## config.mk

```make
export PLATFORM = sky130hd
export DESIGN_NAME = clock_page_replacement_top
export DESIGN_NICKNAME = d
export VERILOG_FILES = /design/src/rtl/core/cpr_pkg.sv /design/src/rtl/core/cpr_cell.sv /design/src/rtl/core/clock_page_replacement_top.sv
export SDC_FILE = /design/constraint.sdc
export NUM_CORES = 1
export LEC_CHECK = 0
export BUFFER_PORTS_ARGS = -buffer_cell sky130_fd_sc_hd__clkbuf_2
export CAP_MARGIN = 20
export CORE_MARGIN = 4
export CORE_UTILIZATION = 46
export DETAILED_ROUTE_END_ITERATION = 16
export MAX_ROUTING_LAYER = met4
export PLACE_DENSITY = 0.76
export SLEW_MARGIN = 10
export SYNTH_ARGS = -nofsm -noshare
export SYNTH_HDL_FRONTEND = slang
export SYNTH_SLANG_ARGS = --single-unit
```

## constraint.sdc

```tcl
create_clock -name clk_i -period 8.4 [get_ports clk_i]
set_input_delay 0.84 -clock clk_i [delete_from_list [all_inputs] [get_ports clk_i]]
set_output_delay 0.84 -clock clk_i [all_outputs]
set_load 0.02 [all_outputs]
```

## src/rtl/core/cpr_pkg.sv

```systemverilog
// ----------------------------------------------------------------------------
// cpr_pkg - shared definitions for the clock page replacement block
// Sizes, frame cell command codes, controller states and the one-hot encoder.
// ----------------------------------------------------------------------------
package cpr_pkg;

  localparam int MAX_FRAMES = 8;
  localparam int PAGE_WIDTH = 16;

  localparam int FrameW = (MAX_FRAMES > 1) ? $clog2(MAX_FRAMES) : 1;
  localparam int CntW   = $clog2(MAX_FRAMES + 1);
  localparam int CfgW   = 4;

  localparam logic [CfgW-1:0] FramesReset = 4'd8;

  // Byte address of the frame count register
  localparam logic [2:0] AddrFrames = 3'd0;

  typedef logic [PAGE_WIDTH-1:0] page_t;
  typedef logic [FrameW-1:0]     frame_idx_t;
  typedef logic [MAX_FRAMES-1:0] frame_vec_t;

  typedef enum logic [1:0] {
    CMD_IDLE,
    CMD_LOOK,
    CMD_STEP
  } cell_cmd_e;

  typedef enum logic [1:0] {
    S_IDLE,
    S_LOOK,
    S_SWEEP,
    S_DONE
  } cpr_state_e;

  // Broadcast from the controller to every frame cell
  typedef struct packed {
    cell_cmd_e cmd;
    page_t     page;
    logic      wrap;
  } cell_ctrl_t;

  // Index of the set bit of a one-hot vector
  function automatic frame_idx_t onehot_to_idx(frame_vec_t vec);
    frame_idx_t idx;
    idx = '0;
    for (int i = 0; i < MAX_FRAMES; i++) begin
      if (vec[i]) begin
        idx = idx | frame_idx_t'(i);
      end
    end
    return idx;
  endfunction

endpackage

```

## src/rtl/core/cpr_cell.sv

```systemverilog
// ----------------------------------------------------------------------------
// cpr_cell - one page frame of the clock
// Holds page, valid and use bits and the hand token; ripples the match chain.
// ----------------------------------------------------------------------------
module cpr_cell import cpr_pkg::*; (
  input  logic       clk_i,
  input  logic       rst_ni,
  input  cell_ctrl_t ctrl_i,
  input  logic       active_i,
  input  logic       home_i,
  input  logic       found_i,
  input  logic       token_i,
  output logic       found_o,
  output logic       first_o,
  output logic       pass_o,
  output logic       fill_o,
  output logic       token_o
);

  page_t page_q, page_d;
  logic  valid_q, valid_d;
  logic  use_q, use_d;
  logic  token_q, token_d;
  logic  match;

  assign match   = valid_q & active_i & (page_q == ctrl_i.page);
  assign first_o = match & ~found_i;
  assign found_o = found_i | match;
  assign pass_o  = token_q & (ctrl_i.cmd == CMD_STEP);
  assign fill_o  = pass_o & ~use_q;
  assign token_o = token_q;

  always_comb begin
    page_d  = page_q;
    valid_d = valid_q;
    use_d   = use_q;
    token_d = token_q;
    case (ctrl_i.cmd)
      CMD_LOOK: begin
        if (first_o) begin
          use_d = 1'b1;
        end
        if (ctrl_i.wrap) begin
          token_d = home_i;
        end
      end
      CMD_STEP: begin
        // hand leaves this frame either way; take whatever the neighbour hands on
        token_d = token_i;
        if (token_q) begin
          if (use_q) begin
            use_d = 1'b0;
          end else begin
            page_d  = ctrl_i.page;
            valid_d = 1'b1;
            use_d   = 1'b1;
          end
        end
      end
      default: begin
      end
    endcase
  end

  always_ff @(posedge clk_i or negedge rst_ni) begin
    if (!rst_ni) begin
      valid_q <= 1'b0;
      use_q   <= 1'b0;
      token_q <= home_i;
    end else begin
      valid_q <= valid_d;
      use_q   <= use_d;
      token_q <= token_d;
    end
  end

  always_ff @(posedge clk_i) begin
    page_q <= page_d;
  end

endmodule

```

## src/rtl/core/clock_page_replacement_top.sv

```systemverilog
// ----------------------------------------------------------------------------
// clock_page_replacement_top - second-chance clock page replacement
// A row of frame cells with a circulating hand token, a small controller,
// an output word register and an APB-style frame count register.
// ----------------------------------------------------------------------------
//
//  channel | direction | handshake                 | word
//  --------+-----------+---------------------------+------------------------------
//  in      | input     | in_valid_i / in_stall_o   | page_number_i
//  out     | output    | out_valid_o / out_stall_i | hit, frame_index, hand, faults
//  cfg     | input     | psel/penable/pwrite/pready| frames_in_use at address 0
//
//  A hit goes from acceptance to the result word by way of accept, lookup,
//  then load of the output register. A fault adds a sweep step for each frame
//  the hand visits, as the hand token walks the cell row one frame per cycle.
//  One page is in work at a time; in_stall_o is high from acceptance until
//  the result word is loaded. A full output register that is stalled holds
//  the finished word in the controller until it frees.
//  Reset clears valid and use bits, the hand and the fault counter at once;
//  page contents are not cleared, so no sweep follows reset.
//
module clock_page_replacement_top import cpr_pkg::*; (
  input  logic        clk_i,
  input  logic        rst_ni,
  // input words
  input  logic        in_valid_i,
  output logic        in_stall_o,
  input  logic [15:0] page_number_i,
  // result words
  output logic        out_valid_o,
  input  logic        out_stall_i,
  output logic        hit_o,
  output logic [2:0]  frame_index_o,
  output logic [2:0]  hand_position_o,
  output logic [31:0] fault_count_o,
  // configuration
  input  logic        psel,
  input  logic        penable,
  input  logic        pwrite,
  input  logic [2:0]  paddr,
  input  logic [31:0] pwdata,
  output logic [31:0] prdata,
  output logic        pready
);

  // --------------------------------------------------------------------------
  // Configuration register
  // --------------------------------------------------------------------------
  logic [CfgW-1:0] frames_q;
  logic            cfg_wr;

  assign pready = 1'b1;
  assign cfg_wr = psel & penable & pwrite & (paddr == AddrFrames);
  assign prdata = (paddr == AddrFrames) ? 32'(frames_q) : 32'd0;

  always_ff @(posedge clk_i or negedge rst_ni) begin
    if (!rst_ni) begin
      frames_q <= FramesReset;
    end else if (cfg_wr) begin
      frames_q <= pwdata[CfgW-1:0];
    end
  end

  // Clamp the frame count to 1..MAX_FRAMES
  logic [CntW-1:0] n_eff;

  always_comb begin
    if (frames_q == '0) begin
      n_eff = CntW'(1);
    end else if (32'(frames_q) > MAX_FRAMES) begin
      n_eff = CntW'(MAX_FRAMES);
    end else begin
      n_eff = CntW'(frames_q);
    end
  end

  // --------------------------------------------------------------------------
  // Controller state and datapath registers
  // --------------------------------------------------------------------------
  cpr_state_e  state_q, state_d;
  page_t       page_q;
  logic        hit_q, hit_d;
  frame_idx_t  slot_q, slot_d;
  logic [31:0] faults_q, faults_d;

  logic        out_valid_q, out_valid_d;
  logic        out_hit_q;
  logic [2:0]  out_frame_q;
  logic [2:0]  out_hand_q;
  logic [31:0] out_faults_q;

  logic        in_accept;
  logic        load_out;
  cell_ctrl_t  cell_ctrl;

  // Cell row signals
  frame_vec_t  active_vec, last_vec, home_vec;
  frame_vec_t  first_vec, pass_vec, fill_vec, token_vec, token_in_vec;
  logic [MAX_FRAMES:0] found_chain;
  frame_idx_t  hand_idx;
  logic        any_hit, any_fill;

  assign hand_idx  = onehot_to_idx(token_vec);
  assign any_hit   = found_chain[MAX_FRAMES];
  assign any_fill  = |fill_vec;
  assign in_accept = in_valid_i & ~in_stall_o;

  // --------------------------------------------------------------------------
  // Frame cell row: match chain ripples up, hand token passes to the neighbour
  // and wraps from the last active frame back to frame 0.
  // --------------------------------------------------------------------------
  assign found_chain[0]  = 1'b0;
  assign token_in_vec[0] = |(pass_vec & last_vec);

  for (genvar g = 0; g < MAX_FRAMES; g++) begin : g_cell
    assign active_vec[g] = (32'(g) < 32'(n_eff));
    assign last_vec[g]   = (32'(g) == (32'(n_eff) - 32'd1));
    assign home_vec[g]   = (g == 0);

    if (g > 0) begin : g_link
      assign token_in_vec[g] = pass_vec[g-1] & ~last_vec[g-1];
    end

    cpr_cell u_cell (
      .clk_i    (clk_i),
      .rst_ni   (rst_ni),
      .ctrl_i   (cell_ctrl),
      .active_i (active_vec[g]),
      .home_i   (home_vec[g]),
      .found_i  (found_chain[g]),
      .token_i  (token_in_vec[g]),
      .found_o  (found_chain[g+1]),
      .first_o  (first_vec[g]),
      .pass_o   (pass_vec[g]),
      .fill_o   (fill_vec[g]),
      .token_o  (token_vec[g])
    );
  end

  // --------------------------------------------------------------------------
  // Next state
  // --------------------------------------------------------------------------
  always_comb begin
    state_d = state_q;
    case (state_q)
      S_IDLE: begin
        if (in_accept) begin
          state_d = S_LOOK;
        end
      end
      S_LOOK: begin
        state_d = any_hit ? S_DONE : S_SWEEP;
      end
      S_SWEEP: begin
        if (any_fill) begin
          state_d = S_DONE;
        end
      end
      S_DONE: begin
        if (load_out) begin
          state_d = S_IDLE;
        end
      end
      default: begin
        state_d = S_IDLE;
      end
    endcase
  end

  // --------------------------------------------------------------------------
  // Controller outputs
  // --------------------------------------------------------------------------
  always_comb begin
    in_stall_o     = (state_q != S_IDLE);
    load_out       = 1'b0;
    cell_ctrl.cmd  = CMD_IDLE;
    cell_ctrl.page = page_q;
    // pull the hand home when the frame count has shrunk under it
    cell_ctrl.wrap = (32'(hand_idx) >= 32'(n_eff));
    hit_d          = hit_q;
    slot_d         = slot_q;
    faults_d       = faults_q;
    case (state_q)
      S_LOOK: begin
        cell_ctrl.cmd = CMD_LOOK;
        hit_d         = any_hit;
        slot_d        = onehot_to_idx(first_vec);
      end
      S_SWEEP: begin
        cell_ctrl.cmd = CMD_STEP;
        if (any_fill) begin
          slot_d = onehot_to_idx(fill_vec);
          if (faults_q != '1) begin
            faults_d = faults_q + 32'd1;
          end
        end
      end
      S_DONE: begin
        load_out = ~out_valid_q | ~out_stall_i;
      end
      default: begin
      end
    endcase
  end

  always_ff @(posedge clk_i or negedge rst_ni) begin
    if (!rst_ni) begin
      state_q  <= S_IDLE;
      faults_q <= '0;
    end else begin
      state_q  <= state_d;
      faults_q <= faults_d;
    end
  end

  // Payload of the item in work
  logic [31:0] page_ext;
  assign page_ext = 32'(page_number_i);

  always_ff @(posedge clk_i) begin
    if (in_accept) begin
      page_q <= page_ext[PAGE_WIDTH-1:0];
    end
    hit_q  <= hit_d;
    slot_q <= slot_d;
  end

  // --------------------------------------------------------------------------
  // Output word register
  // --------------------------------------------------------------------------
  logic [31:0] slot_ext, hand_ext;
  assign slot_ext = 32'(slot_q);
  assign hand_ext = 32'(hand_idx);

  always_comb begin
    out_valid_d = out_valid_q;
    if (load_out) begin
      out_valid_d = 1'b1;
    end else if (!out_stall_i) begin
      out_valid_d = 1'b0;
    end
  end

  always_ff @(posedge clk_i or negedge rst_ni) begin
    if (!rst_ni) begin
      out_valid_q <= 1'b0;
    end else begin
      out_valid_q <= out_valid_d;
    end
  end

  always_ff @(posedge clk_i) begin
    if (load_out) begin
      out_hit_q    <= hit_q;
      out_frame_q  <= slot_ext[2:0];
      out_hand_q   <= hand_ext[2:0];
      out_faults_q <= faults_q;
    end
  end

  assign out_valid_o     = out_valid_q;
  assign hit_o           = out_hit_q;
  assign frame_index_o   = out_frame_q;
  assign hand_position_o = out_hand_q;
  assign fault_count_o   = out_faults_q;

`ifndef NO_ASSERTIONS
  a_token_onehot: assert property (@(posedge clk_i) disable iff (!rst_ni)
    $onehot(token_vec))
    else $error("hand token lost or duplicated");

  a_single_fill: assert property (@(posedge clk_i) disable iff (!rst_ni)
    $onehot0(fill_vec))
    else $error("more than one frame filled in a sweep step");

  a_accept_look: assert property (@(posedge clk_i) disable iff (!rst_ni)
    in_accept |=> (state_q == S_LOOK))
    else $error("accepted page did not enter lookup");

  a_fault_counted: assert property (@(posedge clk_i) disable iff (!rst_ni)
    (load_out && !hit_q) |=> (fault_count_o != 32'd0))
    else $error("fault word reported with zero fault count");

  a_fill_in_active: assert property (@(posedge clk_i) disable iff (!rst_ni)
    any_fill |-> ((fill_vec & ~active_vec) == '0))
    else $error("sweep filled a frame outside the frame count");
`endif

endmodule

```

==> results.toml <==
[worst_setup_path]
cp.required_ns = 8.80
crit_fanout = 38
crit_type = "reg2reg"
path_buf_inv = 3
cpLargestDelayFamily = "simple AND/OR/NAND/NOR gates"
reg2reg_slack_ns = 5.22
slowest_delay_ns = 0.60
start_kind = "register"
crit_path_end_kind = "register"
crit_slowest_cell = "nor2b_1"
crit_top_cell = "buf_4"
cp_cell_sequence = "inv_1, ha_1, buf_4, nand2_1, nor2_1, buf_4, nor4b_4, a31oi_2, nor2b_1, nand4_1, xnor2_1"
crit_arrival_ns = 3.58

[logic_synthesis]
syn-cell-area_um2 = 11100
synth_ff_type = "edfxtp_1"
ys_ff_latch = 250
seq_area_frac_synth_pct = 64.9
async_reset_ff_share_pct = 25.2
synth_cell_type_count = 68
syn_inst = 795
syn_avg_cell_area_um2 = 13.9
synth_edf_count = 187
yosys_warnings = 0

[final_layout]
final_cells = 1212
drive_above_1_share_pct = 18.0
fin_util_pct = 52.8
final_common_cell = "edfxtp_1"
stdcell_area_um2 = 12500
final_cell_mix = "edfxtp_1 (187), xnor2_1 (87), clkbuf_2 (73)"
syn2layout_area_growth_pct = 12.5
diodes = 0
nNetsFinal = 942

[clock_tree]
cts_resized = 0
holdBufCountCts = 0
ctsLongestPathBuffers = 3
post_cts_buffers = 0
cts-root-buf = "clkbuf_16"
htreeDepth = 1
cts_buffers = 25
cts_tree = "built"
numClockSinks = 250
clk_pin_slew_worst_paths_ns = 0.06
insertion_delay_ns = 0.54

[global_route]
grt_overflow = 0
grt_max_degree = 64
grt_pass1_vias = 6052
track_usage_pct = 15.8
antenna_found_initial = 0
grt_pass1_wl_mm = 32.6

[power_and_ir_drop]
powerDensity_nw_per_um2 = 263
power.leakage_nw = 4.69
ir_worst_vdd_mv = 0.210

[sta]
finalSetupViolCount = 0
tightest_slew_ns = 1.05
clock_skew_ns = 0.0198
rsz0062_at_grt = "false"
holdWs_ns = 0.419
slew_headroom_pct = 30.2
max_freq_mhz = 314
period_minus_slack_ns = 3.18
tns_ns = 0
hold_viol = 0
finalCritPeriodShare_pct = 37.9
slew_violations = 0

[die]
io_pins = 132
row_count = 56
die_h_um = 163
fp.coreArea_um2 = 23600
die_width_um = 163
dieArea_um2 = 26600
initial_utilization_pct = 46.9

[run_status]
status = "complete, no violations"

[min_path]
hold_path_class = "reg2reg"

[detailed_routing]
ant_nets = 0
drtIter0Drc = 528
drc = 0
drt_wl_total_mm = 20.1
viasPerCell = 5.16
wl_per_cell_um = 16.6
dr.pass1.iters = 5
vias = 6250

[run]
cap_violations = 0

[placed_design]
dp_cells = 1165
place_area_um2 = 11600
gp_congestion = 0.838
port_buffers = 74
dp_hpwl_mm = 13.1
## cell usage after synthesis (all sizes together), types with 3 or more instances
library cell | instances | area share [%]
a21oi | 20 | 0.90
clkbuf | 8 | 0.27
nor4 | 17 | 1.2
nand2 | 39 | 1.3
o211a | 3 | 0.27
nor4b | 3 | 0.37
nand3 | 25 | 1.1
xnor2 | 87 | 6.9
mux2 | 6 | 0.61
dfrtp | 61 | 14
a21o | 5 | 0.34
mux2i | 4 | 0.36
a31o | 3 | 0.24
nor2 | 24 | 0.81
a311oi | 3 | 0.24
nand2b | 4 | 0.23
nor2b | 8 | 0.45
nor3 | 15 | 0.82
buf | 53 | 3.4
a211oi | 3 | 0.20
nand4 | 22 | 1.4
inv | 17 | 0.58
nor3b | 4 | 0.27
and3 | 8 | 0.45
or4 | 11 | 0.85
o31ai | 4 | 0.27
xor2 | 70 | 5.5
or2 | 10 | 0.56
or3 | 3 | 0.21
edfxtp | 187 | 51
ha | 10 | 1.1
and2 | 11 | 0.62
a31oi | 5 | 0.34
and4 | 9 | 0.75
o21ai | 9 | 0.41
## registers in the layout, indices dropped and copies added (netlist names), 2 cells and up
name	count
fault_count_o	32
faults_q	32
frame_index_o	3
frames_q	4
g_cell.u_cell.page_q	128
g_cell.u_cell.token_o	8
g_cell.u_cell.use_q	8
g_cell.u_cell.valid_q	8
hand_position_o	3
page_q	16
slot_q	3
state_q	2
## kinds of logic after synthesis
| family | after synthesis | share of synthesized area [%] |
|---|---|---|
| fa+ha+maj | 10 | 1.13 |
| other cells | 2 | 0.0678 |
| buf+inv | 78 | 4.25 |
| compound gates | 72 | 4.61 |
| simple gates | 216 | 11.6 |
| flops | 250 | 64.9 |
| xor+xnor | 157 | 12.4 |
| mux | 10 | 0.971 |
## per-stage QoR
step / worst slack, ns / power [mW]
4_1_cts: 5.20 / 3.30
3_3_place_gp: 5.29 / 2.19
3_5_place_dp: 5.21 / 2.21
5_1_grt: 4.91 / 3.44
2_1_floorplan: 4.19 / 2.05
6_report: 5.22 / 3.28
## where the power goes
group	total, mW	internal, mW	leakage [nW]	switching (mW)
clock network	1.08	0.622	0.389	0.460
logic	0.556	0.213	1.75	0.343
registers	1.64	1.49	2.55	0.146
## path summary, 6_finish.rpt
path	from	endpoint	depth (start not counted)
worst max-delay path	state_q[0]	faults_q[9]	11
worst min-delay path	slot_q[0]	frame_index_o[0]	0
worst max register to register	state_q[0]	faults_q[9]	11
worst min register to register	slot_q[0]	frame_index_o[0]	0
max in group asynchronous	rst_ni	g_cell[7].u_cell.valid_q	2
min in group asynchronous	rst_ni	faults_q[4]	2
## area by class of cell
class / count / area [um^2]
tap: 319 / 399
timing repair buffer: 86 / 480
clock inverter: 16 / 149
multi-input combinational: 494 / 3520
inverter: 17 / 63.8
clock buffer: 30 / 654
sequential: 250 / 7190
fill: 1959 / 11100
## layer usage
layer | wire length [um] | part of all wire (%) | GRT usage (%)
met5 | 0 | 0 | -
met4 | 461 | 2.3 | 4.84
met2 | 9740 | 48 | 25.2
met1 | 8680 | 43 | 20.8
met3 | 1240 | 6.1 | 3.15
Power figures use the tool's default switching activity.
